[src/rtl/core/sasl_ram.sv]
module sasl_ram #(
  parameter int WIDTH = 8,
  parameter int DEPTH = 16
) (
  input  logic                     clk,
  input  logic                     we,
  input  logic [$clog2(DEPTH)-1:0] waddr,
  input  logic [WIDTH-1:0]         wdata,
  input  logic [$clog2(DEPTH)-1:0] raddr,
  output logic [WIDTH-1:0]         rdata
);

  logic [WIDTH-1:0] mem [DEPTH];

  always_ff @(posedge clk) begin
    if (we) begin
      mem[waddr] <= wdata;
    end
    rdata <= mem[raddr];
  end

endmodule

[config.mk]
export PLATFORM = sky130hd
export DESIGN_NAME = sasl_ram
export DESIGN_NICKNAME = d
export VERILOG_FILES = /design/src/rtl/core/sasl_ram.sv
export SDC_FILE = /design/constraint.sdc
export NUM_CORES = 1
export LEC_CHECK = 0
export ABC_CLOCK_PERIOD_IN_PS = 5200
export BUFFER_PORTS_ARGS = -buffer_cell sky130_fd_sc_hd__buf_2
export CAP_MARGIN = 20
export CORE_MARGIN = 1.5
export CORE_UTILIZATION = 52
export CTS_CLUSTER_SIZE = 28
export DETAILED_ROUTE_END_ITERATION = 10
export GPL_ROUTABILITY_DRIVEN = 0
export PLACE_DENSITY = 0.69
export SETUP_SLACK_MARGIN = 0.5
export SYNTH_ARGS = -nofsm -noshare
export SYNTH_HDL_FRONTEND = slang
export SYNTH_SLANG_ARGS = --single-unit
[constraint.sdc]
create_clock -name clk -period 5.2 [get_ports clk]
set_input_delay 0.52 -clock clk [delete_from_list [all_inputs] [get_ports clk]]
set_output_delay 0.52 -clock clk [all_outputs]
set_load 0.02 [all_outputs]
After elaboration in Yosys (flattened, before gate mapping)
Memories as Yosys holds them, arrays and structs flattened. A register that Yosys moved wholly into a read port is not among the register bits.
Index checks and enable logic that the tools add are counted.

storage, ports and cells
  register bits after elaboration = 0
  latch bits = 0
  memory bits (writable) = 128
  ROM bits = 0
  output and inout port bits = 8
  memories = 1

memory list
  name  words  bits a word  read ports  clocked after memory_dff  wr ports  line  text
  mem   16     8            1           1                         1         13    logic [WIDTH-1:0] mem [DEPTH];

cells by class
  add/subtract/negate cells = 0
  $mul = 0
  div/mod/pow operators = 0
  order comparisons = 0
  equality and inequality tests = 0
  shifts and indexed selects = 0
  mux-type cells = 2
  bitwise logic cells = 0
  reductions and logical operators = 0

operator list
  kind              count
  1-bit 2-to-1 mux  2

Logic depth before layout (Yosys ltp)
Gate-level depths: netlist of the first run.

  word-level depth = 2
  gate-level depth with buffers = 5

Worst setup path after synthesis of the first run
No wires, ideal clock.

  path type = in2reg
  start = input waddr[2]
  end = memory mem[0][0] (enable)
  setup time = 383 ps
  arrival time = 1630 ps
  data required time = 4817 ps
  setup slack = 3187 ps
  cell stages on the path = 2
  path buffers = 0
  cells stage by stage = or3b_2 -> nor3_1

RTL lines
  what                line  text
  start: declaration  7     input logic [$clog2(DEPTH)-1:0] waddr,
  end: declaration    13

No word-level cell before the write port.

==> results of run 1 <==
==> cells in the mapped netlist (3+ instances only) <==
library cell	instances	area share [%]
edfxtp_1	128	75
a22oi_1	16	2.3
buf_2	3	0.29
nor3_1	4	0.39
nand2_1	9	0.66
mux4_1	14	7.1
clkdlybuf4s25_2	3	0.58
nor2_1	13	0.95
buf_6	3	0.66
mux4_2	18	7.9
dfxtp_1	8	3.1
==> worst min path at each step <==
| stage | from | endpoint | slack (ns) | depth (start not counted) |
|---|---|---|---|---|
| floorplan | wdata[0] | mem[0][0] | 0.62 | 0 |
| global placement | mem[12][7] | rdata[7] | 0.65 | 3 |
| detailed placement | mem[14][0] | rdata[0] | 0.65 | 3 |
| CTS | wdata[2] | mem[5][2] | 0.37 | 1 |
| global route | wdata[0] | mem[11][0] | 0.39 | 1 |
| finish | wdata[0] | mem[11][0] | 0.39 | 1 |
==> layout make-up <==
cell class / count / area, um^2 / share of cell area, %
Tap cell: 133 / 166.4 / 2.799
Clock inverter: 14 / 126.4 / 2.126
Clock buffer: 18 / 417.9 / 7.030
Timing Repair Buffer: 30 / 172.7 / 2.905
Sequential cell: 136 / 4004 / 67.35
Multi-Input combinational cell: 83 / 1057 / 17.79
==> cells by family after synthesis <==
group	after synthesis	synth area share, %
AOI/OAI and AO/OA	16	2.334
buffers and inverters	10	1.677
DFF	136	77.78
muxes	32	15.02
and+or+nand+nor	35	3.184
==> placed cells by master, fill, tap and decap left out, drive strengths merged <==
master and count:
edfxtp 128, mux4 32, buf 30, clkbuf 18, a22oi 16, nor2 13
nand2 9, dfxtp 8, clkinvlp 6, nor3 4, clkinv 4, inv 3
nand3b 2, nand2b 2, nor2b 1, and2 1, and2b 1, nand3 1
or3b 1, bufinv 1
==> routing by layer <==
| layer | vias to the layer above | routed length, um | track usage, % | part of all wire, % |
|---|---|---|---|---|
| li1 | 1054 | - | - | - |
| met1 | 1192 | 3826 | 26.06 | 42 |
| met2 | 96 | 4611 | 29.65 | 50 |
| met3 | 15 | 562 | 4.678 | 6.1 |
| met4 | 0 | 166 | 8.430 | 1.8 |
| met5 | - | 0 | 0 | 0 |
==> power breakdown <==
part | switching (mW) | leakage, nW | internal [mW]
Combinational | 0.0698 | 0.501 | 0.0456
Sequential | 0.00653 | 1.22 | 1.23
Clock | 0.446 | 0.246 | 0.634
Total | 0.522 | 1.97 | 1.91
==> registers in the layout (all words and copies together), names as in the netlist <==
name	flops
mem	128
rdata	8
==> run summary, run 1 <==
Fillers - 673
Vias in the first global route - 2350
Worst Reg-to-Reg Cells - 3
R2r endpoint - rdata[1]
Post-DP HPWL - 5598 um
Crit-path leading delay family - buffers and inverters
Die area - 0.01051 mm^2
Row count - 36
Max Slew Vio Count - 0
Total gr overflow - 0
R2R setup slack - 3.80 ns
Cell variety after synth - 19
Initial antenna violation count - 0
Clk slew on worst S/H paths - 0.06 ns
Worst EP arrival - 2.11 ns
Worst R2R Start - mem[9][1]
Number of CTS-inserted buffers - 17
Drt drc - 0
Clock Latency Late Sink - 0.52 ns
Ys Warns - 0
CTS Hold Bufs - 0
Post-synthesis net count - 247
Hold Vio Cnt, Final - 0
Critical path class - in -> reg
Hold WC Path Type - in -> reg
First-pass GRT wire length - 13430 um
Synthesized cell area - 0.005147 mm^2
PnR Total Power - 2.428 mW
Antenna violation net count after detailed routing - 0
Startpoint class of the critical path - input port
Max_cap viols - 0
Max-slew headroom - 37.11%
Stages on worst setup path - 5
Input/output buffers - 25
Final instance area - 0.005944 mm^2
CP Capture Point - rdata[5]
Core area - 0.009684 mm^2
Starting density of the core - 53.15%
CP endpoint kind - flip-flop
Ant diodes - 0
Worst slack, placed - 2.622 ns
Cells after DPL - 381
Slowest-stage cell, CP - mux4_1
VDD IR max - 0.1798 mV
Post-cts sizing count - 0
Register area share after synthesis - 77.78%
Unrepaired setup endpoints after global routing - no
Final non-filler cell total - 414
Critical path's largest stage delay - 0.57 ns
Top-level I/O count - 26
Post-synth EDFFs - 128
Iter 0 DRT Violations - 175
Average size of a mapped cell - 22.48 um^2
CP max FO - 21
Tcrit/Tclk final - 32.89%
Async SR Flop Fraction - 0%
Critical Path RT - 5.60 ns
Max Clock Freq - 584.6 MHz
Status - completed
Total track usage - 19.06%
P&R area growth vs syn - 15.48%
Post-synthesis cell count - 229
Final count of negative-setup-slack endpoints - 0
Largest net degree at the start of global routing - 33
Crit path time final - 1.710 ns
Clk root buf - clkbuf_8
Number of buffers and inverters on the critical path - 2
Area after DPL - 0.005380 mm^2
Clock skew - 0.005283 ns
P per Cell Area - 408.5 mW/mm^2
CTS tree - built
Critical path origin - raddr[0]
Critical path, cell by cell - buf_2 -> buf_12 -> mux4_1 -> a22oi_1 -> nand2_1
Nets - 286
Top_reg_cell synth - edfxtp_1
Layout cell share with drive strength beyond 1 - 27.76%
#FFs+latches synth - 136
Die height - 102.5 um
Final hold slack - 0.3915 ns
Fin worst setup slack - 3.490 ns
Sum of negative setup slack - 0 ns
Mean routed wirelength per cell - 22.14 um
Clk sinks - 136
Routed WL - 9165 um
Via density - 5.693
Worst slew pin tran - 0.9399 ns
Post-CTS Setup Inserts - 0
Final Util - 61.38%
Detailed-router iteration count before antenna repair - 4
Leak - 1.970 nW
CTS H-Tree Depth - 4
Via count - 2357
Worst-case clock buffer depth - 2
DIE WIDTH - 102.5 um
No activity file was read; power rests on OpenSTA's default activity.
==> run 2, diff against run 1 <==
--- a/config.mk
+++ b/config.mk
@@ -5,7 +5,7 @@
 export SDC_FILE = /design/constraint.sdc
 export NUM_CORES = 1
 export LEC_CHECK = 0
-export ABC_CLOCK_PERIOD_IN_PS = 5200
+export ABC_CLOCK_PERIOD_IN_PS = 1700
 export BUFFER_PORTS_ARGS = -buffer_cell sky130_fd_sc_hd__buf_2
 export CAP_MARGIN = 20
 export CORE_MARGIN = 1.5
==> constraint.sdc (replaced) <==
create_clock -name clk -period 1.7 [get_ports clk]
set_input_delay 0.17 -clock clk [delete_from_list [all_inputs] [get_ports clk]]
set_output_delay 0.17 -clock clk [all_outputs]
set_load 0.02 [all_outputs]
==> run summary, run 2 (same netlist as run 1, synthesis figures left out) <==
Critical path class - reg -> reg
Total track usage - 21.78% (+2.7 points)
Layout cell share with drive strength beyond 1 - 45.03% (+17 points)
CTS Hold Bufs - 0 (unchanged)
Cells after DPL - 403 (+5.8%)
Startpoint class of the critical path - flip-flop
Crit path time final - 1.267 ns
VDD IR max - 0.7169 mV (+300%)
Worst-case clock buffer depth - 2 (unchanged)
Leak - 2.114 nW (+7.3%)
Critical path origin - mem[3][3]
Number of CTS-inserted buffers - 17 (unchanged)
DIE WIDTH - 102.5 um (unchanged)
Largest net degree at the start of global routing - 28 (-15%)
Worst R2R Start - mem[3][3]
Fillers - 649 (-3.6%)
Initial antenna violation count - 0 (unchanged)
CTS tree - built
P per Cell Area - 1302 mW/mm^2 (+220%)
CTS H-Tree Depth - 4 (unchanged)
Tcrit/Tclk final - 74.51%
P&R area growth vs syn - 21.90%
Post-DP HPWL - 6402 um (+14%)
Clk slew on worst S/H paths - 0.06 ns (about the same)
Max-slew headroom - 62.08% (+25 points)
Clock skew - 0.004399 ns (-0.0008839 ns)
Routed WL - 10150 um (+11%)
Antenna violation net count after detailed routing - 0 (unchanged)
First-pass GRT wire length - 15300 um (+14%)
Commonest non-fill, non-tap cells in the layout - edfxtp_1 (128), mux4_2 (32), buf_4 (28)
Largest register FFs - 128 (unchanged)
Drt drc - 0 (unchanged)
Input/output buffers - 25 (unchanged)
Nets - 307 (+7.3%)
Via density - 5.667 (-0.47%)
Core area - 0.009684 mm^2 (unchanged)
R2R setup slack - 0.43 ns (-3.37 ns)
Most flop-heavy register - mem
Combined area of the multi-input logic cells - 0.001091 mm^2 (+3.2%)
Top-level I/O count - 26 (unchanged)
CP endpoint kind - flip-flop
Die area - 0.01051 mm^2 (unchanged)
CP max FO - 1 (-95%)
Total gr overflow - 0 (unchanged)
Critical Path RT - 2.09 ns (-3.51 ns)
Starting density of the core - 53.15% (unchanged)
Final count of negative-setup-slack endpoints - 0 (unchanged)
Max Slew Vio Count - 0 (unchanged)
Worst slew pin tran - 0.5676 ns (-0.3723 ns)
Post-CTS Setup Inserts - 0 (unchanged)
Detailed-router iteration count before antenna repair - 4 (unchanged)
Seq. cell area - 0.004009 mm^2 (+0.12%)
Iter 0 DRT Violations - 171 (-2.3%)
Worst EP arrival - 1.66 ns (-0.45 ns)
Max Clock Freq - 789.5 MHz
Mean routed wirelength per cell - 23.34 um (+5.4%)
Clk sinks - 136 (unchanged)
Clk root buf - clkbuf_8
Unrepaired setup endpoints after global routing - yes
Row count - 36 (unchanged)
Largest regs - mem (128), rdata (8)
Max_cap viols - 0 (unchanged)
Sum of negative setup slack - 0 ns (unchanged)
Vias in the first global route - 2536 (+7.9%)
Final non-filler cell total - 435 (+5.1%)
HP Start - wdata[1]
Hold Vio Cnt, Final - 0 (unchanged)
Hold WC Path Type - in -> reg
Status - completed
Ant diodes - 0 (unchanged)
Die height - 102.5 um (unchanged)
Clock Latency Late Sink - 0.51 ns (about the same)
Most common cell after layout, fill and taps aside - edfxtp_1
Via count - 2465 (+4.6%)
-- run 2: stage by stage --
stage / setup slack, ns / hold slack (ns) / area (um^2) / util (%) / total power [mW]
after CTS: 0.4276 / 0.02820 / 6271 / 64.75 / 8.218
after detailed placement: 0.02035 / 0.5728 / 5568 / 57.49 / 4.237
after global routing: 0.3818 / 0.04740 / 6275 / 64.79 / 8.398
after global placement: 0.06627 / 0.5618 / 5568 / 57.49 / 4.225
after floorplan: 0.4270 / 0.2689 / 5176 / - / 4.072
final: 0.4333 / 0.04215 / 6275 / 64.79 / 8.168
-- run 2: what timing repair did --
item / in CTS / in global routing
hold endpoints to repair: 0 / 0
gates cloned: 0 / 0
setup endpoints to repair: 12 / 9
pin swaps: 2 / 2
resized for setup: 20 / 3
-- run 2: metal layers --
metal | global-route usage (%) | vias up | routed length [um]
met5 | 0 | - | 0
met4 | 10.01 | 0 | 97
met3 | 4.068 | 11 | 679
met2 | 34.23 | 86 | 5176
met1 | 30.12 | 1281 | 4200
li1 | - | 1087 | -
-- run 2: critical path, stage by stage, from the launching register on --
cell and delay, ns:
edfxtp_1 0.37, mux4_2 0.48, a22oi_2 0.23, nand2_1 0.07
-- run 2: path summary, 6_finish.rpt --
| check | end | cells past startpoint |
|---|---|---|
| max | rdata[3] | 3 |
| max reg2reg | rdata[3] | 3 |
| min reg2reg | rdata[0] | 3 |
| min | mem[15][1] | 1 |
-- run 2: cell type report --
cell class | count | share of cell area [%]
Clock buffer | 18 | 6.660
Clock inverter | 14 | 3.649
Multi-Input combinational cell | 83 | 17.39
Sequential cell | 136 | 63.89
Tap cell | 133 | 2.652
Timing Repair Buffer | 51 | 5.763
-- run 2: power breakdown --
group,internal (mW),switching (mW),total [mW]
Sequential,3.75,0.0301,3.78
Combinational,0.179,0.236,0.416
Clock,2.66,1.31,3.97
Total,6.60,1.57,8.17
