<file path="config.mk">
export PLATFORM = sky130hd
export DESIGN_NAME = sasl_engine_flat
export DESIGN_NICKNAME = d
export VERILOG_FILES = /design/src/rtl/core/sasl_pkg.sv /design/src/rtl/core/sasl_req_if.sv /design/src/rtl/core/sasl_engine.sv /design/src/flat_wrapper.sv
export SDC_FILE = /design/constraint.sdc
export NUM_CORES = 1
export LEC_CHECK = 0
export BUFFER_PORTS_ARGS = -buffer_cell sky130_fd_sc_hd__buf_2
export CAP_MARGIN = 20
export CELL_PAD_IN_SITES_DETAIL_PLACEMENT = 0
export CELL_PAD_IN_SITES_GLOBAL_PLACEMENT = 1
export CORE_UTILIZATION = 25
export DETAILED_ROUTE_END_ITERATION = 10
export MAX_ROUTING_LAYER = met4
export PLACE_DENSITY_LB_ADDON = 0.1
export RECOVER_POWER = 100
export SYNTH_ARGS = -nofsm -noshare
export SYNTH_HDL_FRONTEND = slang
export SYNTH_SLANG_ARGS = --single-unit
</file>
<file path="constraint.sdc">
create_clock -name clk -period 11.5 [get_ports clk]
set_clock_uncertainty 0.15 [all_clocks]
set_input_delay 0.575 -clock clk [delete_from_list [all_inputs] [get_ports clk]]
set_output_delay 0.575 -clock clk [all_outputs]
set_load 0.05 [all_outputs]
</file>
<file path="src/rtl/core/sasl_pkg.sv">
package sasl_pkg;

  localparam int TABLE_DEPTH = 4096;
  localparam int IDX_W = $clog2(TABLE_DEPTH);
  localparam int CNT_W = $clog2(TABLE_DEPTH + 1);

  localparam int ADDR_W = 64;
  localparam int SYM_W = 20;
  localparam int KIND_W = 8;
  localparam int CMD_W = 2;
  localparam int STATUS_W = 3;
  localparam int HELD_W = 13;

  localparam logic [ADDR_W-1:0] ADDR_ALL_ONES = '1;

  localparam logic [KIND_W-1:0] KIND_UPPER_B = 8'h42;
  localparam logic [KIND_W-1:0] KIND_LOWER_B = 8'h62;
  localparam logic [KIND_W-1:0] KIND_UPPER_D = 8'h44;
  localparam logic [KIND_W-1:0] KIND_LOWER_D = 8'h64;
  localparam logic [KIND_W-1:0] KIND_UPPER_R = 8'h52;
  localparam logic [KIND_W-1:0] KIND_LOWER_R = 8'h72;

  typedef enum logic [CMD_W-1:0] {
    CMD_INSERT = 2'd0,
    CMD_LOOKUP = 2'd1,
    CMD_CLEAR  = 2'd2
  } command_t;

  typedef enum logic [STATUS_W-1:0] {
    ST_OK        = 3'd0,
    ST_NOT_FOUND = 3'd1,
    ST_BAD_ADDR  = 3'd2,
    ST_DATA_SYM  = 3'd3,
    ST_FULL      = 3'd4
  } status_t;

  typedef enum logic [2:0] {
    S_IDLE,
    S_LK_START,
    S_LK_PROBE,
    S_INS_START,
    S_INS_SCAN,
    S_FINISH
  } state_t;

  typedef struct packed {
    logic [ADDR_W-1:0] addr;
    logic [SYM_W-1:0]  sym;
  } entry_t;

  localparam int ENTRY_W = $bits(entry_t);

  typedef struct packed {
    logic               we;
    logic [IDX_W-1:0]   waddr;
    entry_t             wdata;
    logic [IDX_W-1:0]   raddr;
  } ram_req_t;

  typedef struct packed {
    status_t            status;
    logic [SYM_W-1:0]   found_symbol;
    logic [ADDR_W-1:0]  distance;
    logic [HELD_W-1:0]  entries_held;
  } result_t;

  typedef struct packed {
    logic    valid;
    result_t result;
  } done_t;

  function automatic logic is_data_kind(input logic [KIND_W-1:0] kind);
    return kind == KIND_UPPER_B || kind == KIND_LOWER_B ||
           kind == KIND_UPPER_D || kind == KIND_LOWER_D ||
           kind == KIND_UPPER_R || kind == KIND_LOWER_R;
  endfunction

endpackage

</file>
<file path="src/rtl/core/sasl_req_if.sv">
interface sasl_req_if;
  logic                           valid;
  logic                           ready;
  logic [sasl_pkg::CMD_W-1:0]     command;
  logic [sasl_pkg::ADDR_W-1:0]    address;
  logic [sasl_pkg::KIND_W-1:0]    symbol_kind;
  logic [sasl_pkg::SYM_W-1:0]     symbol_id;

  modport source (output valid, command, address, symbol_kind, symbol_id, input ready);
  modport sink (input valid, command, address, symbol_kind, symbol_id, output ready);
endinterface

</file>
<file path="src/rtl/core/sasl_engine.sv">
module sasl_engine (
  input  logic                         clk,
  input  logic                         rst,
  input  logic                         cfg_write_enable,
  input  logic [sasl_pkg::ADDR_W-1:0]  cfg_write_data,
  sasl_req_if.sink                     request,
  output sasl_pkg::ram_req_t           ram_req,
  input  sasl_pkg::entry_t             ram_rdata,
  output sasl_pkg::done_t              done,
  input  logic                         done_ready
);

  sasl_pkg::state_t                state, state_next;
  logic [sasl_pkg::ADDR_W-1:0]     lowest_kernel_address;
  logic [sasl_pkg::CNT_W-1:0]      total, total_next;
  logic [sasl_pkg::CNT_W-1:0]      lo, lo_next;
  logic [sasl_pkg::CNT_W-1:0]      hi, hi_next;
  logic [sasl_pkg::CNT_W-1:0]      mid, mid_next;
  logic [sasl_pkg::CNT_W-1:0]      ptr, ptr_next;
  logic [sasl_pkg::CNT_W:0]        mid_sum;
  logic [sasl_pkg::ADDR_W-1:0]     q_addr, q_addr_next;
  logic [sasl_pkg::SYM_W-1:0]      q_sym, q_sym_next;
  logic                            floor_valid, floor_valid_next;
  sasl_pkg::entry_t                floor_entry, floor_entry_next;
  sasl_pkg::status_t               res_status, res_status_next;
  logic                            bad_addr;

  assign bad_addr = request.address == '0 || request.address == sasl_pkg::ADDR_ALL_ONES ||
                    request.address < lowest_kernel_address;

  always_ff @(posedge clk) begin
    if (rst) begin
      state <= sasl_pkg::S_IDLE;
      total <= '0;
      lowest_kernel_address <= '0;
    end else begin
      state <= state_next;
      total <= total_next;
      if (cfg_write_enable) begin
        lowest_kernel_address <= cfg_write_data;
      end
    end
  end

  always_ff @(posedge clk) begin
    lo <= lo_next;
    hi <= hi_next;
    mid <= mid_next;
    ptr <= ptr_next;
    q_addr <= q_addr_next;
    q_sym <= q_sym_next;
    floor_valid <= floor_valid_next;
    floor_entry <= floor_entry_next;
    res_status <= res_status_next;
  end

  always_comb begin
    state_next = state;
    total_next = total;
    lo_next = lo;
    hi_next = hi;
    mid_next = mid;
    ptr_next = ptr;
    q_addr_next = q_addr;
    q_sym_next = q_sym;
    floor_valid_next = floor_valid;
    floor_entry_next = floor_entry;
    res_status_next = res_status;
    mid_sum = {1'b0, lo} + {1'b0, hi};
    request.ready = 1'b0;
    ram_req.we = 1'b0;
    ram_req.waddr = ptr[sasl_pkg::IDX_W-1:0];
    ram_req.wdata.addr = q_addr;
    ram_req.wdata.sym = q_sym;
    ram_req.raddr = mid[sasl_pkg::IDX_W-1:0];
    done.valid = 1'b0;
    done.result.status = res_status;
    done.result.found_symbol = floor_valid ? floor_entry.sym : '0;
    done.result.distance = floor_valid ? q_addr - floor_entry.addr : '0;
    done.result.entries_held = sasl_pkg::HELD_W'(total);

    unique case (state)
      sasl_pkg::S_IDLE: begin
        request.ready = 1'b1;
        if (request.valid) begin
          q_addr_next = request.address;
          q_sym_next = request.symbol_id;
          floor_valid_next = 1'b0;
          res_status_next = sasl_pkg::ST_OK;
          lo_next = '0;
          hi_next = total;
          ptr_next = total;
          state_next = sasl_pkg::S_FINISH;
          unique case (sasl_pkg::command_t'(request.command))
            sasl_pkg::CMD_INSERT: begin
              if (bad_addr) begin
                res_status_next = sasl_pkg::ST_BAD_ADDR;
              end else if (sasl_pkg::is_data_kind(request.symbol_kind)) begin
                res_status_next = sasl_pkg::ST_DATA_SYM;
              end else if (total >= sasl_pkg::CNT_W'(sasl_pkg::TABLE_DEPTH)) begin
                res_status_next = sasl_pkg::ST_FULL;
              end else begin
                state_next = sasl_pkg::S_INS_START;
              end
            end
            sasl_pkg::CMD_LOOKUP: begin
              if (total == '0) begin
                res_status_next = sasl_pkg::ST_NOT_FOUND;
              end else begin
                state_next = sasl_pkg::S_LK_START;
              end
            end
            sasl_pkg::CMD_CLEAR: begin
              total_next = '0;
            end
            default: begin
            end
          endcase
        end
      end

      sasl_pkg::S_LK_START: begin
        mid_next = mid_sum[sasl_pkg::CNT_W:1];
        ram_req.raddr = mid_next[sasl_pkg::IDX_W-1:0];
        state_next = sasl_pkg::S_LK_PROBE;
      end

      sasl_pkg::S_LK_PROBE: begin
        if (q_addr < ram_rdata.addr) begin
          hi_next = mid;
        end else if (q_addr > ram_rdata.addr) begin
          lo_next = mid + sasl_pkg::CNT_W'(1);
          floor_valid_next = 1'b1;
          floor_entry_next = ram_rdata;
        end else begin
          floor_valid_next = 1'b1;
          floor_entry_next = ram_rdata;
        end
        mid_sum = {1'b0, lo_next} + {1'b0, hi_next};
        mid_next = mid_sum[sasl_pkg::CNT_W:1];
        ram_req.raddr = mid_next[sasl_pkg::IDX_W-1:0];
        if (q_addr == ram_rdata.addr) begin
          res_status_next = sasl_pkg::ST_OK;
          state_next = sasl_pkg::S_FINISH;
        end else if (lo_next >= hi_next) begin
          res_status_next = floor_valid_next ? sasl_pkg::ST_OK : sasl_pkg::ST_NOT_FOUND;
          state_next = sasl_pkg::S_FINISH;
        end
      end

      sasl_pkg::S_INS_START: begin
        ram_req.raddr = sasl_pkg::IDX_W'(ptr - sasl_pkg::CNT_W'(1));
        if (ptr == '0) begin
          ram_req.we = 1'b1;
          total_next = total + sasl_pkg::CNT_W'(1);
          state_next = sasl_pkg::S_FINISH;
        end else begin
          state_next = sasl_pkg::S_INS_SCAN;
        end
      end

      sasl_pkg::S_INS_SCAN: begin
        ram_req.we = 1'b1;
        ram_req.raddr = sasl_pkg::IDX_W'(ptr - sasl_pkg::CNT_W'(2));
        if (ram_rdata.addr > q_addr) begin
          ram_req.wdata = ram_rdata;
          ptr_next = ptr - sasl_pkg::CNT_W'(1);
          if (ptr == sasl_pkg::CNT_W'(1)) begin
            state_next = sasl_pkg::S_INS_START;
          end
        end else begin
          total_next = total + sasl_pkg::CNT_W'(1);
          state_next = sasl_pkg::S_FINISH;
        end
      end

      sasl_pkg::S_FINISH: begin
        done.valid = 1'b1;
        if (done_ready) begin
          state_next = sasl_pkg::S_IDLE;
        end
      end

      default: begin
        state_next = sasl_pkg::S_IDLE;
      end
    endcase
  end

  a_total_in_range: assert property (@(posedge clk) disable iff (rst)
    total <= sasl_pkg::CNT_W'(sasl_pkg::TABLE_DEPTH))
    else $error("entry count exceeds table depth");

  a_probe_window: assert property (@(posedge clk) disable iff (rst)
    state == sasl_pkg::S_LK_PROBE |-> lo < hi && mid >= lo && mid < hi)
    else $error("probe index outside the search window");

  a_scan_pointer: assert property (@(posedge clk) disable iff (rst)
    state == sasl_pkg::S_INS_SCAN |-> ptr != '0 && ptr <= total)
    else $error("insert scan pointer out of range");

  a_write_only_on_insert: assert property (@(posedge clk) disable iff (rst)
    ram_req.we |-> state == sasl_pkg::S_INS_START || state == sasl_pkg::S_INS_SCAN)
    else $error("table write outside an insert");

  a_finish_returns_idle: assert property (@(posedge clk) disable iff (rst)
    state == sasl_pkg::S_FINISH && done_ready |=> state == sasl_pkg::S_IDLE)
    else $error("result handed off but engine did not return to idle");

endmodule

</file>
<file path="src/flat_wrapper.sv">
// flat-port wrapper written by rule: the top's interface ports become plain ports
module sasl_engine_flat 
  (clk, rst, cfg_write_enable, cfg_write_data, ram_req, ram_rdata, done, done_ready, request_valid, request_command, request_address, request_symbol_kind, request_symbol_id, request_ready);
  sasl_req_if request_i ();
  input  logic clk;
  input  logic rst;
  input  logic cfg_write_enable;
  input  logic [sasl_pkg::ADDR_W-1:0] cfg_write_data;
  output sasl_pkg::ram_req_t ram_req;
  input  sasl_pkg::entry_t ram_rdata;
  output sasl_pkg::done_t done;
  input  logic done_ready;
  input wire logic [$bits(request_i.valid)-1:0] request_valid;
  input wire logic [$bits(request_i.command)-1:0] request_command;
  input wire logic [$bits(request_i.address)-1:0] request_address;
  input wire logic [$bits(request_i.symbol_kind)-1:0] request_symbol_kind;
  input wire logic [$bits(request_i.symbol_id)-1:0] request_symbol_id;
  output wire logic [$bits(request_i.ready)-1:0] request_ready;
  assign request_i.valid = request_valid;
  assign request_i.command = request_command;
  assign request_i.address = request_address;
  assign request_i.symbol_kind = request_symbol_kind;
  assign request_i.symbol_id = request_symbol_id;
  assign request_ready = request_i.ready;
  sasl_engine u_core (.clk(clk), .rst(rst), .cfg_write_enable(cfg_write_enable), .cfg_write_data(cfg_write_data), .request(request_i), .ram_req(ram_req), .ram_rdata(ram_rdata), .done(done), .done_ready(done_ready));
endmodule
</file>
### Word-level counts from Yosys, hierarchy flattened

Cells that the tools add are included.

| word-level totals | value |
|---|---|
| flip-flop bits (word level) | 304 |
| output and inout port bits | 211 |
| word-level logic and storage cells | 127 |

| operators by class | value |
|---|---|
| add/subtract/negate cells | 7 |
| order comparisons | 6 |
| eq/ne operators | 24 |
| muxes and demuxes | 53 |
| bitwise operators | 1 |
| reductions and logical operators | 23 |

Operators with widths:

| kind | count |
|---|---|
| 2-to-1 mux 84 bit | 2 |
| 2-to-1 mux 13 bit | 12 |
| > comparator 64 bit | 2 |
| less-than comparator 64 bit | 2 |
| case mux 13 bit (2 select lines) | 4 |
| equality test 64 bit | 1 |
| equality test 64 bit (second input constant) | 1 |
| zero test 64 bit | 1 |
| 2-to-1 mux 64 bit | 1 |
| subtractor 64 bit | 1 |
| equality test 8 x 7 -> 1 bit (second input constant) | 6 |
| 2-to-1 mux 3 bit | 16 |
| case mux 12 bit (4 select lines) | 1 |
| case mux 13 bit (3 select lines) | 1 |
| adder 13 x 13 -> 14 bit | 2 |
| adder 13 x 1 -> 13 bit (second input constant) | 2 |
| zero test 13 bit | 2 |
| 2-to-1 mux 20 bit | 1 |
| case mux 3 bit (2 select lines) | 3 |
| case mux 3 bit (6 select lines) | 1 |
| equality test 13 x 1 -> 1 bit (second input constant) | 1 |
| greater-or-equal comparator 13 bit | 1 |
| greater-or-equal comparator 13 bit (second input constant) | 1 |
| subtractor 13 x 1 -> 13 bit (second input constant) | 1 |
| other kinds (22) | 48 |

### Longest topological paths before layout

| depth | value |
|---|---|
| depth after elaboration | 11 |
| gate-level depth with buffers | 23 |
| depth with buffers taken out | 22 |

### Least setup slack after synthesis

Ideal clock, no wire load.

| timing | value |
|---|---|
| path type | input-to-output |
| start | input ram_rdata[67] (netlist bit) |
| end | output ram_req[7] (netlist bit) |
| arrival time | 5523 ps |
| required time | 10775 ps |
| setup slack | 5252 ps |
| stages | 23 |
| buffers on the path | 1 |
| path through | inv_1 -> ha_1 -> nand4_1 -> nor4_1 -> o211ai_1 -> o221ai_1 -> o31a_1 -> nor3_2 -> nor2_1 -> buf_2 -> mux2i_1 -> inv_1 -> ha_1 -> fa_1 -> a21oi_1 -> o21bai_1 -> a21oi_1 -> o21ai_0 -> a21oi_1 -> xnor2_1 -> a22oi_1 -> nor2_1 -> o21ai_0 |

RTL lines:

| element | line | text |
|---|---|---|
| start: declaration | flat_wrapper.sv:10 | `input sasl_pkg::entry_t ram_rdata;` |
| end: declaration | flat_wrapper.sv:9 | `output sasl_pkg::ram_req_t ram_req;` |

==> impl_metrics.toml <==
[run_status]
outcome = "complete, but fails checks"
violations = "design-rule violations, max-capacitance violations, max-slew violations"

[worst_setup_path]
worstPathMaxFanout = 16
crit_arrival_ps = 7680
rr_endpoint = "u_core.floor_entry[31]$_DFFE_PP_"
reg2reg_depth = 6
crit_type = "input pin to output port"
crit_path_start_kind = "input pin"
cp_slowest_cell = "clkbuf_1"
reg2reg_from = "u_core.state[1]$_SDFFE_PP0P_"
slowest_delay_ps = 780
r2r_setup_slack_ps = 3420
required_ps = 10780
endpoint_kind = "output port"

[placement]
dp_hpwl_mm = 75.9
gp_congestion = 0.904
port_buffers = 456
dp_cells = 4076

[clock_network]
clkSlewWorstSetupHoldPaths_ps = 50
cts_setup_buffers = 0
cts_hold_buf = 51
cts_sinks = 304
postCtsResizedCells = 0
clk_latency_ps = 600
cts_buffer_depth = 3
htreeDepth = 2
cts_tree = "built"
root_buffer = "clkbuf_16"
cts_buffers = 44

[timing]
fin_crit_sh_pct = 73.1
rsz0062_at_grt = "no"
fmax_ghz = 0.119
tightest_slew_ps = 3740
period_needed_ps = 8410
finalSetupViolCount = 0
finalHoldViolations = 0
relSlewSlack_pct = -150
fin_setup_tns_ps = 0
drv_slew = 512

[finish]
mostFrequentLayoutCells = "clkbuf_1 (352), nand2_1 (303), inv_1 (247)"
post-route-util_pct = 30.7
drive_above_1_share_pct = 7.69
final_common_cell = "clkbuf_1"
area_growth_syn_to_layout_pct = 21.7
final_nets = 3494
stdcell_count = 4224

[floorplan]
fp.dieArea_um2 = 90600
coreArea_um2 = 88500
die_h_um = 301
die_x_um = 301
io_pins = 458
start_util_pct = 25.2
fp-row-count = 109

[min_path]
holdPathEnd = "u_core.floor_entry[82]$_DFFE_PP_"
min_path_type = "input pin to register"
holdPathStages = 1
worst_hold_startpoint = "ram_rdata[82]"

[routing]
drc = 76
vias = 20641
vias_per_cell = 4.89
final_antenna_net_count = 0
drt-total-wl_mm = 94.4
drt-pass1-iter-count = 9
wire_per_inst_um = 22.3
drt_iter0_markers = 1381

[synthesis]
synth_cells = 2540
yosys_register_bits = 304
synth_nets = 3025
ys.flop_type = "edfxtp_1"
yosys_warnings = 0
synth.area.top_cells = "edfxtp_1 (30%), ha_1 (13%), dfxtp_1 (7.2%)"
syn_area_per_cell_um2 = 8.80
synthArstFlopShare_pct = 0
yosysUniqueCellTypes = 91
synth_top_area_share_pct = 30.1
synth-edff-count = 224
synth_area_leader_cell = "edfxtp_1"
synth.cell_area_um2 = 22300
yosysSeqAreaShare_pct = 37.3

[power]
ir_drop_mv = 0.257
power.leakage_uw = 0.0112
p_per_area_nw_per_um2 = 263
p_total_uw = 7150

[global_routing]
antenna_found_initial = 26
grt_pass1_wl_mm = 136
grt_max_degree = 82
grtUsageTotal_pct = 20.9
grt.overflow.total = 0
grt_pass1_vias = 20434

[flow_run]
maxCapViolCount = 11
-- area by class of cell --
class / instances / area (um^2)
antenna: 16 / 40.0
clock buffer: 53 / 1160
clock inverter: 27 / 233
fill: 9558 / 61300
inverter: 250 / 940
multi-input combinational: 1882 / 12600
sequential: 304 / 8330
tap: 1165 / 1460
timing repair buffer: 527 / 2480
-- where the power goes --
part / internal (uW) / switching (uW) / total [uW]
Sequential: 1490 / 196 / 1680
Combinational: 1100 / 3030 / 4130
Clock: 768 / 573 / 1340
-- how the worst max path moves through the flow --
stage / to / start
3_3_place_gp: ram_req[9] / ram_rdata[77]
3_5_place_dp: ram_req[9] / ram_rdata[77]
4_1_cts: ram_req[9] / ram_rdata[79]
5_1_grt: ram_req[9] / ram_rdata[79]
6_report: ram_req[9] / ram_rdata[25]
2_1_floorplan: ram_req[7] / ram_rdata[67]
-- sequential cells by signal, indices dropped and copies added, names as in the netlist --
| signal | cells |
|---|---|
| u_core.floor_entry | 84 |
| u_core.lowest_kernel_address | 64 |
| u_core.q_addr | 64 |
| u_core.q_sym | 20 |
| u_core.hi | 13 |
| u_core.lo | 13 |
| u_core.mid | 13 |
| u_core.ptr | 13 |
| u_core.total | 13 |
| u_core.res_status | 3 |
| u_core.state | 3 |
| u_core.floor_valid | 1 |
-- per-stage QoR --
stage | hold slack, ps | setup slack, ps | area (um^2)
finish | 50.6 | 3090 | 27200
global route | 18.6 | 2510 | 27200
CTS | 0.277 | 3940 | 27600
detailed placement | 332 | 4490 | 25700
global placement | 328 | 4530 | 25700
floorplan | 310 | 5250 | 22300
-- per-layer routing --
metal  share of wire [%]  track usage, %
met3                 4.7            2.56
met1                  44            26.5
met2                  47            33.4
met5                   0               -
met4                 3.8            8.77
-- cells by family (layout without fill, tap and decap cells) --
| logic type | after synthesis | in the layout | synth area share (%) |
|---|---|---|---|
| mux | 91 | 91 | 4.19 |
| xor+xnor | 97 | 97 | 3.80 |
| flops | 304 | 304 | 37.3 |
| compound gates | 595 | 595 | 16.6 |
| buf+inv | 354 | 857 | 6.48 |
| other cells | 0 | 16 | 0 |
| fa+ha+maj | 238 | 238 | 13.4 |
| simple gates | 861 | 861 | 18.2 |
-- Yosys cell counts, types with 5 or more instances --
cell	instances
and2_1	38
nand2b_1	17
a31oi_1	16
mux2_2	10
inv_1	249
a21boi_0	6
a211o_1	9
o21a_1	17
o41ai_1	5
o31ai_1	12
xnor2_1	62
o211ai_1	17
o21bai_1	23
or3_1	7
dfxtp_1	80
nand2_1	303
o31ai_2	6
a21oi_1	168
o311ai_0	7
o22ai_1	6
nor4_1	35
or2_2	7
nor2_1	218
a221oi_1	7
clkbuf_1	70
nand3_1	48
ha_1	235
and3_1	15
edfxtp_1	224
buf_4	14
a21o_1	47
nor3_1	51
o21ai_0	183
nand4_1	71
nor3b_1	11
mux2i_1	80
o221ai_1	5
buf_1	8
xor2_1	35
nor2b_1	11
a211oi_1	17
-- worst max-delay path, delay by kind of cell --
family | cells | cell delay, ps
buf+inv | 7 | 2380
compound gates | 12 | 2790
xor+xnor | 1 | 170
mux | 1 | 390
simple gates | 3 | 430
fa+ha+maj | 3 | 900
(Power assumes the default switching activity.)
