$ cat config.mk
export PLATFORM = sky130hd
export DESIGN_NAME = sasl_out_stage_flat
export DESIGN_NICKNAME = d
export VERILOG_FILES = /design/src/rtl/core/sasl_pkg.sv /design/src/rtl/core/sasl_rsp_if.sv /design/src/rtl/core/sasl_out_stage.sv /design/src/flat_wrapper.sv
export SDC_FILE = /design/constraint.sdc
export NUM_CORES = 1
export LEC_CHECK = 0
export BUFFER_PORTS_ARGS = -buffer_cell sky130_fd_sc_hd__buf_4
export CORE_MARGIN = 1.5
export CORE_UTILIZATION = 30
export CTS_CLUSTER_SIZE = 24
export DETAILED_ROUTE_END_ITERATION = 10
export PLACE_DENSITY_LB_ADDON = 0.2
export SLEW_MARGIN = 20
export SYNTH_ARGS = -nofsm -noshare
export SYNTH_HDL_FRONTEND = slang
export SYNTH_SLANG_ARGS = --single-unit
$ cat constraint.sdc
create_clock -name clk -period 2.3 [get_ports clk]
set_clock_uncertainty 0.1 [all_clocks]
set_input_delay 0.23 -clock clk [delete_from_list [all_inputs] [get_ports clk]]
set_output_delay 0.23 -clock clk [all_outputs]
set_load 0.02 [all_outputs]
$ cat src/rtl/core/sasl_pkg.sv
package sasl_pkg;

  localparam int TABLE_DEPTH = 4096;
  localparam int IDX_W = $clog2(TABLE_DEPTH);
  localparam int CNT_W = $clog2(TABLE_DEPTH + 1);

  localparam int ADDR_W = 64;
  localparam int SYM_W = 20;
  localparam int KIND_W = 8;
  localparam int CMD_W = 2;
  localparam int STATUS_W = 3;
  localparam int HELD_W = 13;

  localparam logic [ADDR_W-1:0] ADDR_ALL_ONES = '1;

  localparam logic [KIND_W-1:0] KIND_UPPER_B = 8'h42;
  localparam logic [KIND_W-1:0] KIND_LOWER_B = 8'h62;
  localparam logic [KIND_W-1:0] KIND_UPPER_D = 8'h44;
  localparam logic [KIND_W-1:0] KIND_LOWER_D = 8'h64;
  localparam logic [KIND_W-1:0] KIND_UPPER_R = 8'h52;
  localparam logic [KIND_W-1:0] KIND_LOWER_R = 8'h72;

  typedef enum logic [CMD_W-1:0] {
    CMD_INSERT = 2'd0,
    CMD_LOOKUP = 2'd1,
    CMD_CLEAR  = 2'd2
  } command_t;

  typedef enum logic [STATUS_W-1:0] {
    ST_OK        = 3'd0,
    ST_NOT_FOUND = 3'd1,
    ST_BAD_ADDR  = 3'd2,
    ST_DATA_SYM  = 3'd3,
    ST_FULL      = 3'd4
  } status_t;

  typedef enum logic [2:0] {
    S_IDLE,
    S_LK_START,
    S_LK_PROBE,
    S_INS_START,
    S_INS_SCAN,
    S_FINISH
  } state_t;

  typedef struct packed {
    logic [ADDR_W-1:0] addr;
    logic [SYM_W-1:0]  sym;
  } entry_t;

  localparam int ENTRY_W = $bits(entry_t);

  typedef struct packed {
    logic               we;
    logic [IDX_W-1:0]   waddr;
    entry_t             wdata;
    logic [IDX_W-1:0]   raddr;
  } ram_req_t;

  typedef struct packed {
    status_t            status;
    logic [SYM_W-1:0]   found_symbol;
    logic [ADDR_W-1:0]  distance;
    logic [HELD_W-1:0]  entries_held;
  } result_t;

  typedef struct packed {
    logic    valid;
    result_t result;
  } done_t;

  function automatic logic is_data_kind(input logic [KIND_W-1:0] kind);
    return kind == KIND_UPPER_B || kind == KIND_LOWER_B ||
           kind == KIND_UPPER_D || kind == KIND_LOWER_D ||
           kind == KIND_UPPER_R || kind == KIND_LOWER_R;
  endfunction

endpackage

$ cat src/rtl/core/sasl_rsp_if.sv
interface sasl_rsp_if;
  logic                           valid;
  logic                           ready;
  logic [sasl_pkg::STATUS_W-1:0]  status;
  logic [sasl_pkg::SYM_W-1:0]     found_symbol;
  logic [sasl_pkg::ADDR_W-1:0]    distance;
  logic [sasl_pkg::HELD_W-1:0]    entries_held;

  modport source (output valid, status, found_symbol, distance, entries_held, input ready);
  modport sink (input valid, status, found_symbol, distance, entries_held, output ready);
endinterface

$ cat src/rtl/core/sasl_out_stage.sv
module sasl_out_stage (
  input  logic             clk,
  input  logic             rst,
  input  sasl_pkg::done_t  done,
  output logic             done_ready,
  sasl_rsp_if.source       response
);

  sasl_pkg::result_t held;

  assign done_ready = !response.valid || response.ready;

  always_ff @(posedge clk) begin
    if (rst) begin
      response.valid <= 1'b0;
    end else if (done_ready) begin
      response.valid <= done.valid;
    end
  end

  always_ff @(posedge clk) begin
    if (done_ready && done.valid) begin
      held <= done.result;
    end
  end

  assign response.status = held.status;
  assign response.found_symbol = held.found_symbol;
  assign response.distance = held.distance;
  assign response.entries_held = held.entries_held;

endmodule

$ cat src/flat_wrapper.sv
// flat-port wrapper written by rule: the top's interface ports become plain ports
module sasl_out_stage_flat 
  (clk, rst, done, done_ready, response_valid, response_status, response_found_symbol, response_distance, response_entries_held, response_ready);
  sasl_rsp_if response_i ();
  input  logic clk;
  input  logic rst;
  input  sasl_pkg::done_t done;
  output logic done_ready;
  output wire logic [$bits(response_i.valid)-1:0] response_valid;
  output wire logic [$bits(response_i.status)-1:0] response_status;
  output wire logic [$bits(response_i.found_symbol)-1:0] response_found_symbol;
  output wire logic [$bits(response_i.distance)-1:0] response_distance;
  output wire logic [$bits(response_i.entries_held)-1:0] response_entries_held;
  input wire logic [$bits(response_i.ready)-1:0] response_ready;
  assign response_valid = response_i.valid;
  assign response_status = response_i.status;
  assign response_found_symbol = response_i.found_symbol;
  assign response_distance = response_i.distance;
  assign response_entries_held = response_i.entries_held;
  assign response_i.ready = response_ready;
  sasl_out_stage u_core (.clk(clk), .rst(rst), .done(done), .done_ready(done_ready), .response(response_i));
endmodule
==> summary.txt, run 1 <==
Run status
  • Status: stopped before the end
  • Stopped at: clock tree synthesis
  • First Err: [ERROR RSZ-0060] Max buffer count reached.

Yosys
  • Yosys warnings: 0
  • Distinct cell type count after synthesis: 6
  • Synth Instances: 105
  • #FFs+latches synth: ~100
  • Mapped Area: approximately 3100 um2
  • Post-Syn Nets: roughly 210
  • Syn Area/Cell: 29.1 um2
  • Seq/Total Area, Yosys: between 90 and 100%

Die
  • Row Count: 36
  • Initial core utilization: between 30% and 40%
  • DIE HEIGHT: approximately 100 um
  • Width of the die: 104 um
  • Top Ports: ~210

Place
  • Input/output buffers: 205
  • Dpl cells: 444
  • Placed inst area: roughly 4800 um2
  • GPL Wtd Cong: ~0.66

Clocking
  • Cts hold-fix bufs: a little over 100
  • Postcts setup bufs: 0
  • Post-CTS Resized: 0
  • TritonCTS Buffers: 9
  • Sink Count: about 100
  • Bufs on Longest Clock Path: 2
  • Clock Tree Root: clkbuf_8
  • H-tree levels: 3
## logic make-up after synthesis
kind of cell	Yosys count	synth area share [%]
AO/OA/AOI/OAI	1	0.286
buffers and inverters	1	0.123
flip-flops	101	98.9
AND/OR/NAND/NOR	2	0.736
## per-stage QoR
step / setup slack, ps / hold WS (ps)
after floorplan: 488 / 192
after global placement: 810 / 287
after detailed placement: 795 / 287
## cells in the mapped netlist
cell type | n | area share (%)
a21oi_2 | 1 | 0.29
and2_4 | 1 | 0.29
dfxtp_1 | 1 | 0.65
edfxtp_1 | 100 | 98
inv_1 | 1 | 0.12
nand2b_4 | 1 | 0.45
==> run 2, diff against run 1 <==
--- a/config.mk
+++ b/config.mk
@@ -7,10 +7,9 @@
 export LEC_CHECK = 0
 export BUFFER_PORTS_ARGS = -buffer_cell sky130_fd_sc_hd__buf_4
 export CORE_MARGIN = 1.5
-export CORE_UTILIZATION = 30
-export CTS_CLUSTER_SIZE = 24
+export CORE_UTILIZATION = 20
 export DETAILED_ROUTE_END_ITERATION = 10
-export PLACE_DENSITY_LB_ADDON = 0.2
+export PLACE_DENSITY_LB_ADDON = 0.15
 export SLEW_MARGIN = 20
 export SYNTH_ARGS = -nofsm -noshare
 export SYNTH_HDL_FRONTEND = slang
==> run 2 against run 1 <==
Compared with the run above:
- the run now ends clean
- synthesized cell count is the same
- synthesized area did not move
==> summary.txt, run 2 <==
Clocking
  • Bufs on Longest Clock Path: 2 (unchanged)
  • Clock transition at path regs: about 70 ps
  • H-tree levels: 3 (unchanged)
  • Worst-skew pair later-pin latency: 340 ps
  • TritonCTS Buffers: 9 (unchanged)
  • Clock Tree Root: clkbuf_16 (was clkbuf_8)
  • Postcts setup bufs: 0 (unchanged)
  • Sink Count: 101 (unchanged)
  • CTS tree: built

Setup path
  • CP max-delay cell: dfxtp_1
  • Worst setup SP type: register
  • Bufs and invs on worst path: 1
  • Delay-heaviest family, CP: simple AND/OR/NAND/NOR gates
  • CP cell instances: nand2b_4 > and2_4 > buf_12
  • Kind of critical path: register to register
  • Worst-path maximum fanout: 48
  • CP Data Arrival Time: 1410 ps
  • CP endpoint kind: register
  • Worst Path Required: between 2000 and 2500 ps
  • CP max stage delay: about 340 ps

Place
  • GPL Wtd Cong: 0.693 (was 0.663)
  • Hpwl dp: ~5600 um
  • Input/output buffers: 205 (unchanged)

Cells and area
  • Register area: between 3000 and 4000 um2
  • Number of fill cells in the layout: 1,391
  • Layout Nets: roughly 530
  • Ant diodes: 0
  • Commonest non-fill, non-tap cell in the layout: buf_4
  • Area of the multi-input gates: about 31 um2
  • Max reg flops: 64
  • Leading cell types in the layout, fill and taps excluded: buf_4, dlygate4sd3_1, edfxtp_1
  • Area Growth Syn to Fin: 102%
  • Fraction of layout cells with a size suffix above 1: between 50% and 60%

Yosys
  • Predominant post-synthesis flop cell: edfxtp_1 (unchanged)
  • Share of the synthesized area in the top cell type: 98.2% (unchanged)
  • Yosys warnings: 0 (unchanged)
  • #FFs+latches synth: 101 (unchanged)
  • Post-Syn Nets: 209 (unchanged)
  • Post-synthesis mux area share: 0% (unchanged)
  • Yosys top cell by area: edfxtp_1 (unchanged)
  • Seq/Total Area, Yosys: 98.9% (unchanged)
  • XOR/XNOR Fraction of Synth Area: 0% (unchanged)
  • Top-count cell post-synth: edfxtp_1 (unchanged)
  • Post-Synth Simple-Gate Area: 0.736% (unchanged)
  • Compound-Gate Fraction of Synth Area: 0.286% (unchanged)
  • Synth Instances: 105 (unchanged)
  • Main combinational cell family by area after synthesis: simple AND/OR/NAND/NOR gates (unchanged)
  • Post-Synth Adder-Cell Area: 0% (unchanged)
  • Mapped Area: 3060 um2 (unchanged)
  • Syn Area/Cell: 29.1 um2 (unchanged)
  • Asr flop ratio synth: 0% (unchanged)
  • Top cells by area, synth: edfxtp_1, dfxtp_1, nand2b_4 (unchanged)
  • Distinct cell type count after synthesis: 6 (unchanged)
  • Number of synthesized flops with an enable pin: 100 (unchanged)

Timing
  • Tcrit/Tclk final: roughly 64%
  • Worst hold margin: 39.8 ps
  • Final setup vio count: 0
  • TNS Setup: 0 ps
  • Max_slew headroom: approximately 82%
  • Crit path time final: 1480 ps
  • Final Max Tran Viols: 0
  • RSZ-0062 raised after global routing: false
  • Max frequency: 675 MHz
  • Fin. Hold Viols: 0
  • Actual slew at the worst max-slew pin: 269 ps

Min path
  • Worst hold path class: primary input to register

Drt
  • Detailed Route WL: around 8500 um
  • First-pass detailed-route iteration total: 4
  • DRC: 0
  • DR WL/cell: about 14 um
  • Via density: 3.67
  • Vias: 2,265
  • Final ANT Viol Nets: 0
  • DR iter-0 viols: 85

Power and ir drop
  • Clock power share: between 30% and 40%
  • P_leak: approximately 2.6 nW
  • P_int: around 0.0034 W
  • Comb pwr share: about 14%
  • Peak VDD IR: 356 uV
  • Power share of the sequential group: 49.9%
  • Switching Share: a little under a quarter
  • Pwr Density: roughly 710 nW/um2
  • Sw Pwr: ~0.0010 W

Global routing
  • First-pass GRT wire length: between 10,000 and 15,000 um
  • Vias in the first global route: 2,354
  • Initial antenna violation count: 0
  • Total GRT Usage: 10.5%
  • Gr ovfl total: 0
  • Largest net degree at the start of global routing: 49

Die
  • Width of the die: 127 um (was 104 um)
  • Core area: approximately 15,000 um2
  • Initial core utilization: 20.3% (was 31.1%)
  • Die outline area: approximately 16,000 um2
  • Top Ports: 206 (unchanged)
  • Row Count: 45 (was 36)
  • DIE HEIGHT: 127 um (was 104 um)

Job
  • Total of max-cap violations: 0

Run status
  • Status: finished clean (was stopped before the end)
==> run 2: cell counts after synthesis <==
No cell type changed its count.
==> run 2: power groups by stage <==
stage | clock network [W] | logic, W | registers, W
6_report | 0.00156 | 0.000632 | 0.00218
5_1_grt | 0.00169 | 0.000667 | 0.00219
4_1_cts | 0.00164 | 0.000639 | 0.00218
3_5_place_dp | 0 | 0.000495 | 0.00222
3_3_place_gp | 0 | 0.000494 | 0.00222
2_1_floorplan | 0 | 0.0000372 | 0.00236
==> run 2: path summary, 6_finish.rpt <==
check	from	endpoint	slack, ps	cells past startpoint
setup reg to reg	u_core.response.valid	u_core.response.distance[20]	820	3
hold / removal	done[100]	u_core.response.valid	40	3
setup / recovery	u_core.response.valid	u_core.response.distance[20]	820	3
hold reg to reg	u_core.response.valid	u_core.response.valid	410	2
==> run 2: per-layer routing <==
layer | GRT usage, % | up-vias | share of wire, %
li1 | - | 1063 | -
met1 | 11.0 | 1072 | 38
met2 | 18.4 | 124 | 52
met3 | 4.93 | 6 | 8.8
met4 | 3.81 | 0 | 1.2
met5 | 0 | - | 0
==> run 2: layout make-up <==
class                      instances  share of cell area, %
inverter                           1                 0.0606
clock buffer                       9                   3.64
multi-input combinational          3                  0.505
sequential                       101                   48.8
tap                              188                   3.80
timing repair buffer             308                   41.8
clock inverter                     7                   1.31
==> run 2: cell families after synthesis <==
kind of cell,count (synthesis)
flip-flops,101
AO/OA/AOI/OAI,1
AND/OR/NAND/NOR,2
buffers and inverters,1
==> run 2: worst min-delay path: stages <==
cell and delay, ps:
buf_4 110, inv_1 60, a21oi_2 40
==> run 2: through the flow <==
step	total power (W)	setup WS (ps)	std cells	util, %	instance area (um2)
2_1_floorplan	0.00240	488	105	-	3060
3_3_place_gp	0.00271	799	500	32.3	4870
3_5_place_dp	0.00272	769	500	32.3	4870
4_1_cts	0.00446	784	617	41.0	6190
5_1_grt	0.00454	745	617	41.0	6190
6_report	0.00437	818	617	41.0	6190
==> run 2: repair_timing <==
action	4_1_cts	5_1_grt
setup endpoints to repair	0	0
hold buffers	101	0
resized for setup	0	0
hold endpoints to repair	101	0
Power figures use the tool's default switching activity.
==> run 3, diff against run 2 <==
==> constraint.sdc (replaced) <==
create_clock -name clk -period 1.2 [get_ports clk]
set_clock_uncertainty 0.1 [all_clocks]
set_input_delay 0.12 -clock clk [delete_from_list [all_inputs] [get_ports clk]]
set_output_delay 0.12 -clock clk [all_outputs]
set_load 0.02 [all_outputs]
==> run 3 against run 2 <==
Compared with the run above:
- setup slack lost 890 ps
- the run now ends with negative setup slack left
- final area up 3.9%
- register-to-register slack worse by 890 ps
- first-iteration DRC count decreased by 46%
- critical path depth increased by 1
- worst hold slack improved by 23 ps
- cell count grew 2.8%
==> summary.txt, run 3 (same netlist as run 2, synthesis figures left out) <==
Setup path
  • Reg-to-reg slack, setup: -70 ps (was 820 ps)
  • Reg2reg start: u_core.response.valid (unchanged)
  • Worst-case reg-to-reg path depth: 4 (was 3)
  • CP Data Arrival Time: 1230 ps (was 1410 ps)
  • Kind of critical path: register to register (unchanged)
  • Worst Path Required: 1160 ps (was 2230 ps)
  • CP endpoint kind: register (unchanged)
  • Worst setup SP type: register (unchanged)
  • R2r endpoint: u_core.response.found_symbol[19] (was u_core.response.distance[20])
  • Worst-path maximum fanout: 7 (was 48)

Timing
  • Final Max Tran Viols: 0 (unchanged)
  • Final worst slack: -72.6 ps (was 818 ps)
  • TNS Setup: -4420 ps (was 0 ps)
  • Max_slew headroom: 87.1% (was 82.1%)
  • Fin. Hold Viols: 0 (unchanged)
  • Actual slew at the worst max-slew pin: 194 ps (was 269 ps)
  • RSZ-0062 raised after global routing: true (was false)
  • Crit path time final: 1270 ps (was 1480 ps)
  • Tcrit/Tclk final: 106% (was 64.4%)
  • Final setup vio count: 101 (was 0)
  • Max frequency: 786 MHz (was 675 MHz)

Min path
  • Hold path depth: 4 (was 3)
  • Worst hold path class: primary input to register (unchanged)
  • Hold_sp: response_ready (was done[100])
  • Worst Hold End: u_core.response.valid (unchanged)

Job
  • Total of max-cap violations: 0 (unchanged)

Die
  • Top Ports: 206 (unchanged)
  • Die outline area: 16,000 um2 (unchanged)
  • Core area: 15,100 um2 (unchanged)
  • Width of the die: 127 um (unchanged)
  • Row Count: 45 (unchanged)
  • DIE HEIGHT: 127 um (unchanged)
  • Initial core utilization: 20.3% (unchanged)

Global routing
  • First-pass GRT wire length: 12,300 um (was 12,400 um)
  • Total GRT Usage: 10.4% (was 10.5%)
  • Initial antenna violation count: 0 (unchanged)
  • Vias in the first global route: 2,516 (was 2,354)
  • Gr ovfl total: 0 (unchanged)
  • Largest net degree at the start of global routing: 30 (was 49)

Clocking
  • TritonCTS Buffers: 9 (unchanged)
  • Sink Count: 101 (unchanged)
  • Clock Tree Root: clkbuf_16 (unchanged)
  • H-tree levels: 3 (unchanged)
  • Clock transition at path regs: 70 ps (about the same)
  • CTS tree: built (unchanged)
  • Worst-skew pair later-pin latency: 340 ps (about the same)
  • Bufs on Longest Clock Path: 2 (unchanged)

Drt
  • DR iter-0 viols: 46 (was 85)
  • Detailed Route WL: 8850 um (was 8480 um)
  • Vias: 2,293 (was 2,265)
  • First-pass detailed-route iteration total: 4 (unchanged)
  • DRC: 0 (unchanged)
  • Final ANT Viol Nets: 0 (unchanged)
  • Via density: 3.62 (was 3.67)
  • DR WL/cell: 14.0 um (was 13.7 um)

Run status
  • Status: finished, violations left (was finished clean)
  • Violated checks: negative setup slack

Place
  • Placed inst area: 4930 um2 (was 4870 um2)
  • Input/output buffers: 205 (unchanged)
  • Pre-CTS WS: -67.6 ps (was 769 ps)
  • GPL Wtd Cong: 0.673 (was 0.693)

Cells and area
  • Layout Nets: 545 (was 528)
  • Fin area: 6430 um2 (was 6190 um2)
  • Leading cell types in the layout, fill and taps excluded: buf_4, dlygate4sd3_1, edfxtp_1 (unchanged)
  • Fraction of layout cells with a size suffix above 1: 54.0% (was 52.4%)
  • Ant diodes: 0 (unchanged)
  • Area Growth Syn to Fin: 110% (was 102%)
  • Final Util: 42.6% (was 41.0%)
  • Commonest non-fill, non-tap cell in the layout: buf_4 (unchanged)
  • Max reg flops: 64 (unchanged)

Power and ir drop
  • Peak VDD IR: 1010 uV (was 356 uV)
  • Pwr Density: 1300 nW/um2 (was 706 nW/um2)
  • P_leak: 2.69 nW (was 2.57 nW)
## run 3: cell types whose count changed in the layout (fill, tap and decap cells not counted), sizes merged
| cell | before | now |
|---|---|---|
| and2 | 1 | 2 |
| clkbuf | 9 | 14 |
| inv | 4 | 3 |
| buf | 207 | 218 |
| clkinvlp | 1 | 0 |
| clkinv | 2 | 3 |
| dlygate4sd3 | 101 | 102 |
## run 3: repair_timing
item,CTS,global route
gates cloned,0,9
resized for setup,1,0
buffers inserted,0,3
hold buffers,102,0
endpoints found under the hold margin,101,0
setup endpoints to repair,101,101
pin swaps,0,1
## run 3: how the worst max path moves through the flow
stage / from / endpoint / slack [ps] / cells past startpoint
final: u_core.response.valid / u_core.response.found_symbol[19] / -70 / 4
after global routing: u_core.response.valid / u_core.response.found_symbol[19] / -110 / 4
after CTS: u_core.response.valid / u_core.response.distance[54] / -80 / 3
after detailed placement: u_core.response.valid / u_core.response.found_symbol[17] / -70 / 3
after global placement: u_core.response.valid / u_core.response.found_symbol[17] / -60 / 3
after floorplan: u_core.response.valid / u_core.response.distance[0] / -560 / 2
## run 3: report_power, final
group,internal [W],switching (W),leakage (nW)
combinational,0.000772,0.000557,1.57
sequential,0.00412,0.0000562,0.976
clock,0.00162,0.00123,0.145
## run 3: final cells by class
type / instances / area (um2)
multi-input cells: 4 / 38.8
clock buffers: 10 / 229
inverters: 1 / 3.75
repair buffers: 324 / 2840
fillers: 1367 / 8660
clock inverters: 6 / 61.3
well taps: 188 / 235
flip-flops and latches: 101 / 3030
## run 3: routing by layer
layer  wire length, um  up-vias  part of all wire, %  GRT usage (%)
met5                 0        -                    0              0
met3               843       16                  9.5           6.07
li1                  -     1101                    -              -
met2              4600      115                   52           17.8
met4               215        0                  2.4           4.61
met1              3190     1061                   36           10.1
## run 3: critical path: stages, from the launching register on
cell,delay [ps]
dfxtp_4,350
nand2b_4,70
and2_4,170
buf_12,140
clkbuf_16,150
## run 3: per-stage QoR
step	total power, W	hold WS [ps]	instances
after floorplan	0.00459	73.3	105
after CTS	0.00843	18.3	622
after global routing	0.00873	66.2	634
after global placement	0.00522	166	504
final	0.00836	62.3	634
after detailed placement	0.00523	169	504
==> run 4, diff against run 3 <==
==> constraint.sdc (replaced) <==
create_clock -name clk -period 1.2 [get_ports clk]
set_clock_uncertainty 0.1 [all_clocks]
set_input_delay 0 -clock clk [delete_from_list [all_inputs] [get_ports clk]]
set_output_delay 0 -clock clk [all_outputs]
set_load 0.02 [all_outputs]
==> run 4 against run 3 <==
Compared with the run above:
- highest routed layer unchanged
- maximum frequency is 3.7% higher
- die area unchanged
- critical path depth fell by 1
- wire length decreased by 0.34%
- combinational power is 3% lower
- sequential cell count stayed put
- the run ends with negative hold slack, negative setup slack left
- cell count decreased by 0.95%
- sequential power barely moved
- global-route usage up 0.16 points
- first-iteration DRC count is 13% lower
- non-clock buffer count down 6
==> summary.txt, run 4 (same netlist as run 2, synthesis figures left out) <==
Run status
  • Status: finished, violations left (unchanged)
  • Violated checks: negative hold slack, negative setup slack (was negative setup slack)

Clocking
  • H-tree levels: 3 (unchanged)
  • Sink Count: 101 (unchanged)
  • Bufs on Longest Clock Path: 2 (unchanged)
  • CTS tree: built (unchanged)
  • Clock transition at path regs: 70 ps (about the same)
  • Worst-skew pair later-pin latency: 340 ps (about the same)
  • Cts hold-fix bufs: 102 (unchanged)
  • Clock Tree Root: clkbuf_16 (unchanged)
  • Postcts setup bufs: 0 (unchanged)
  • TritonCTS Buffers: 9 (unchanged)

Setup path
  • Crit path capture: u_core.response.distance[17] (was u_core.response.found_symbol[19])
  • Worst-case reg-to-reg path depth: 3 (was 4)
  • CP endpoint kind: register (unchanged)
  • CP cell instances: nand2b_4 > and2_4 > buf_12 (was nand2b_4 > and2_4 > buf_12 > clkbuf_16)
  • Kind of critical path: register to register (unchanged)
  • CP Data Arrival Time: 1180 ps (was 1230 ps)
  • CP max stage delay: 350 ps (about the same)
  • Levels on crit path: 3 (was 4)
  • Delay-heaviest family, CP: flip-flops (unchanged)
  • Worst setup SP type: register (unchanged)
  • CP startpoint: u_core.response.valid (unchanged)
  • Reg-to-reg slack, setup: -30 ps (was -70 ps)
  • Worst-path maximum fanout: 17 (was 7)
  • CP max-delay cell: dfxtp_4 (unchanged)
  • Reg2reg start: u_core.response.valid (unchanged)
  • Bufs and invs on worst path: 1 (was 2)
  • Worst Path Required: 1150 ps (was 1160 ps)
  • R2r endpoint: u_core.response.distance[17] (was u_core.response.found_symbol[19])

Power and ir drop
  • Clock power share: 32.8% (was 34.1%)
  • Comb pwr share: 15.8% (was 15.9%)
  • Switching Share: 22.9% (was 22.1%)
  • Pwr Density: 1290 nW/um2 (was 1300 nW/um2)
  • P_leak: 2.64 nW (was 2.69 nW)
  • P_int: 0.00626 W (was 0.00651 W)
  • Peak VDD IR: 883 uV (was 1010 uV)
  • Power share of the sequential group: 51.4% (was 50.0%)
  • Sw Pwr: 0.00186 W (was 0.00185 W)

Place
  • Dpl cells: 504 (unchanged)
  • Pre-CTS WS: -77.7 ps (was -67.6 ps)
  • Hpwl dp: just under 6000 um
  • Input/output buffers: 205 (unchanged)
  • GPL Wtd Cong: 0.703 (was 0.673)

Cells and area
  • Register area: 3030 um2 (unchanged)
  • Final std cells w/o fill: 628 (was 634)
  • Area Growth Syn to Fin: 107% (was 110%)
  • Max reg flops: 64 (unchanged)
  • Layout Nets: 539 (was 545)
  • Leading cell types in the layout, fill and taps excluded: buf_4, dlygate4sd3_1, edfxtp_1 (unchanged)
  • Ant diodes: 0 (unchanged)
  • Area of the multi-input gates: 40.0 um2 (was 38.8 um2)
  • Commonest non-fill, non-tap cell in the layout: buf_4 (unchanged)
  • Number of fill cells in the layout: 1,381 (was 1,367)
  • Fraction of layout cells with a size suffix above 1: 53.4% (was 54.0%)

Timing
  • RSZ-0062 raised after global routing: true (unchanged)
  • Final worst slack: -27.5 ps (was -72.6 ps)
  • Worst hold margin: -68.8 ps (was 62.3 ps)
  • Fin. Hold Viols: 1 (was 0)
  • Crit path time final: 1230 ps (was 1270 ps)
  • Final setup vio count: 95 (was 101)
  • TNS Setup: -1540 ps (was -4420 ps)
  • Final Max Tran Viols: 0 (unchanged)
  • Tcrit/Tclk final: 102% (was 106%)
  • Actual slew at the worst max-slew pin: 169 ps (was 194 ps)
  • Max_slew headroom: 88.7% (was 87.1%)
  • Max frequency: 815 MHz (was 786 MHz)

Drt
  • Via density: 3.61 (was 3.62)
  • DR WL/cell: 14.0 um (about the same)
  • Vias: 2,268 (was 2,293)
  • First-pass detailed-route iteration total: 3 (was 4)
  • DR iter-0 viols: 40 (was 46)
  • DRC: 0 (unchanged)
  • Final ANT Viol Nets: 0 (unchanged)
  • Detailed Route WL: 8820 um (was 8850 um)

Die
  • Row Count: 45 (unchanged)
  • DIE HEIGHT: 127 um (unchanged)
  • Width of the die: 127 um (unchanged)
  • Core area: 15,100 um2 (unchanged)
  • Die outline area: 16,000 um2 (unchanged)
  • Initial core utilization: 20.3% (unchanged)
  • Top Ports: 206 (unchanged)

Global routing
  • Total GRT Usage: 10.5% (was 10.4%)
  • Vias in the first global route: 2,440 (was 2,516)
  • First-pass GRT wire length: 12,500 um (was 12,300 um)
  • Largest net degree at the start of global routing: 35 (was 30)
  • Gr ovfl total: 0 (unchanged)
  • Initial antenna violation count: 0 (unchanged)

Min path
  • Hold_sp: response_ready (unchanged)
  • Worst hold path class: primary input to register (unchanged)

Job
  • Total of max-cap violations: 0 (unchanged)
==> run 4: cell types whose count changed in the layout (fill, tap and decap cells not counted) <==
cell | previous run | this run
clkbuf_16 | 13 | 12
inv_6 | 2 | 0
clkinv_4 | 0 | 3
buf_8 | 0 | 1
buf_6 | 5 | 2
buf_12 | 5 | 3
and2_2 | 1 | 0
and2_4 | 1 | 2
bufinv_16 | 1 | 0
buf_4 | 208 | 207
==> run 4: power groups by stage <==
stage	combinational, W	clock [W]	sequential [W]
after floorplan	0.0000715	0	0.00452
after global placement	0.000966	0	0.00425
after CTS	0.00124	0.00279	0.00418
after detailed placement	0.000970	0	0.00426
final	0.00129	0.00266	0.00418
after global routing	0.00136	0.00292	0.00420
==> run 4: worst min path at each step <==
stage	slack (ps)	depth (start not counted)	to
final	-70	4	u_core.response.valid
after CTS	-110	4	u_core.response.valid
after global routing	-60	4	u_core.response.valid
after floorplan	-50	1	u_core.response.valid
after global placement	50	2	u_core.response.valid
after detailed placement	50	2	u_core.response.valid
==> run 4: worst reg2reg max path, stage by stage (launching register included) <==
cell and delay [ps]:
dfxtp_4 350, nand2b_4 70, and2_4 220, buf_12 180
==> run 4: layout make-up <==
| cell class | instances | share of cell area, % |
|---|---|---|
| clock inverters | 6 | 0.633 |
| inverters | 1 | 0.0594 |
| well taps | 188 | 3.72 |
| flip-flops and latches | 101 | 47.9 |
| repair buffers | 318 | 43.5 |
| multi-input cells | 4 | 0.633 |
| clock buffers | 10 | 3.62 |
==> run 4: timing repair <==
item	in CTS	in global routing
cloned	0	6
gates resized for setup	0	3
pin swaps	0	2
setup endpoints to repair	97	100
endpoints found under the hold margin	101	1
==> run 4: metal layers <==
metal	up-vias	wire (um)	global-route usage [%]
li1	1084	-	-
met1	1058	3180	10.1
met2	114	4620	18.6
met3	12	875	6.37
met4	0	145	3.88
met5	-	0	0
==> run 4: through the flow <==
step | utilization (%) | cell area, um2 | power (W) | hold WS, ps
after global routing | 41.9 | 6320 | 0.00848 | -57.6
after global placement | 32.6 | 4920 | 0.00522 | 46.2
after detailed placement | 32.6 | 4920 | 0.00523 | 48.6
final | 41.9 | 6320 | 0.00813 | -68.8
after floorplan | - | 3060 | 0.00459 | -46.7
after CTS | 41.1 | 6210 | 0.00821 | -106
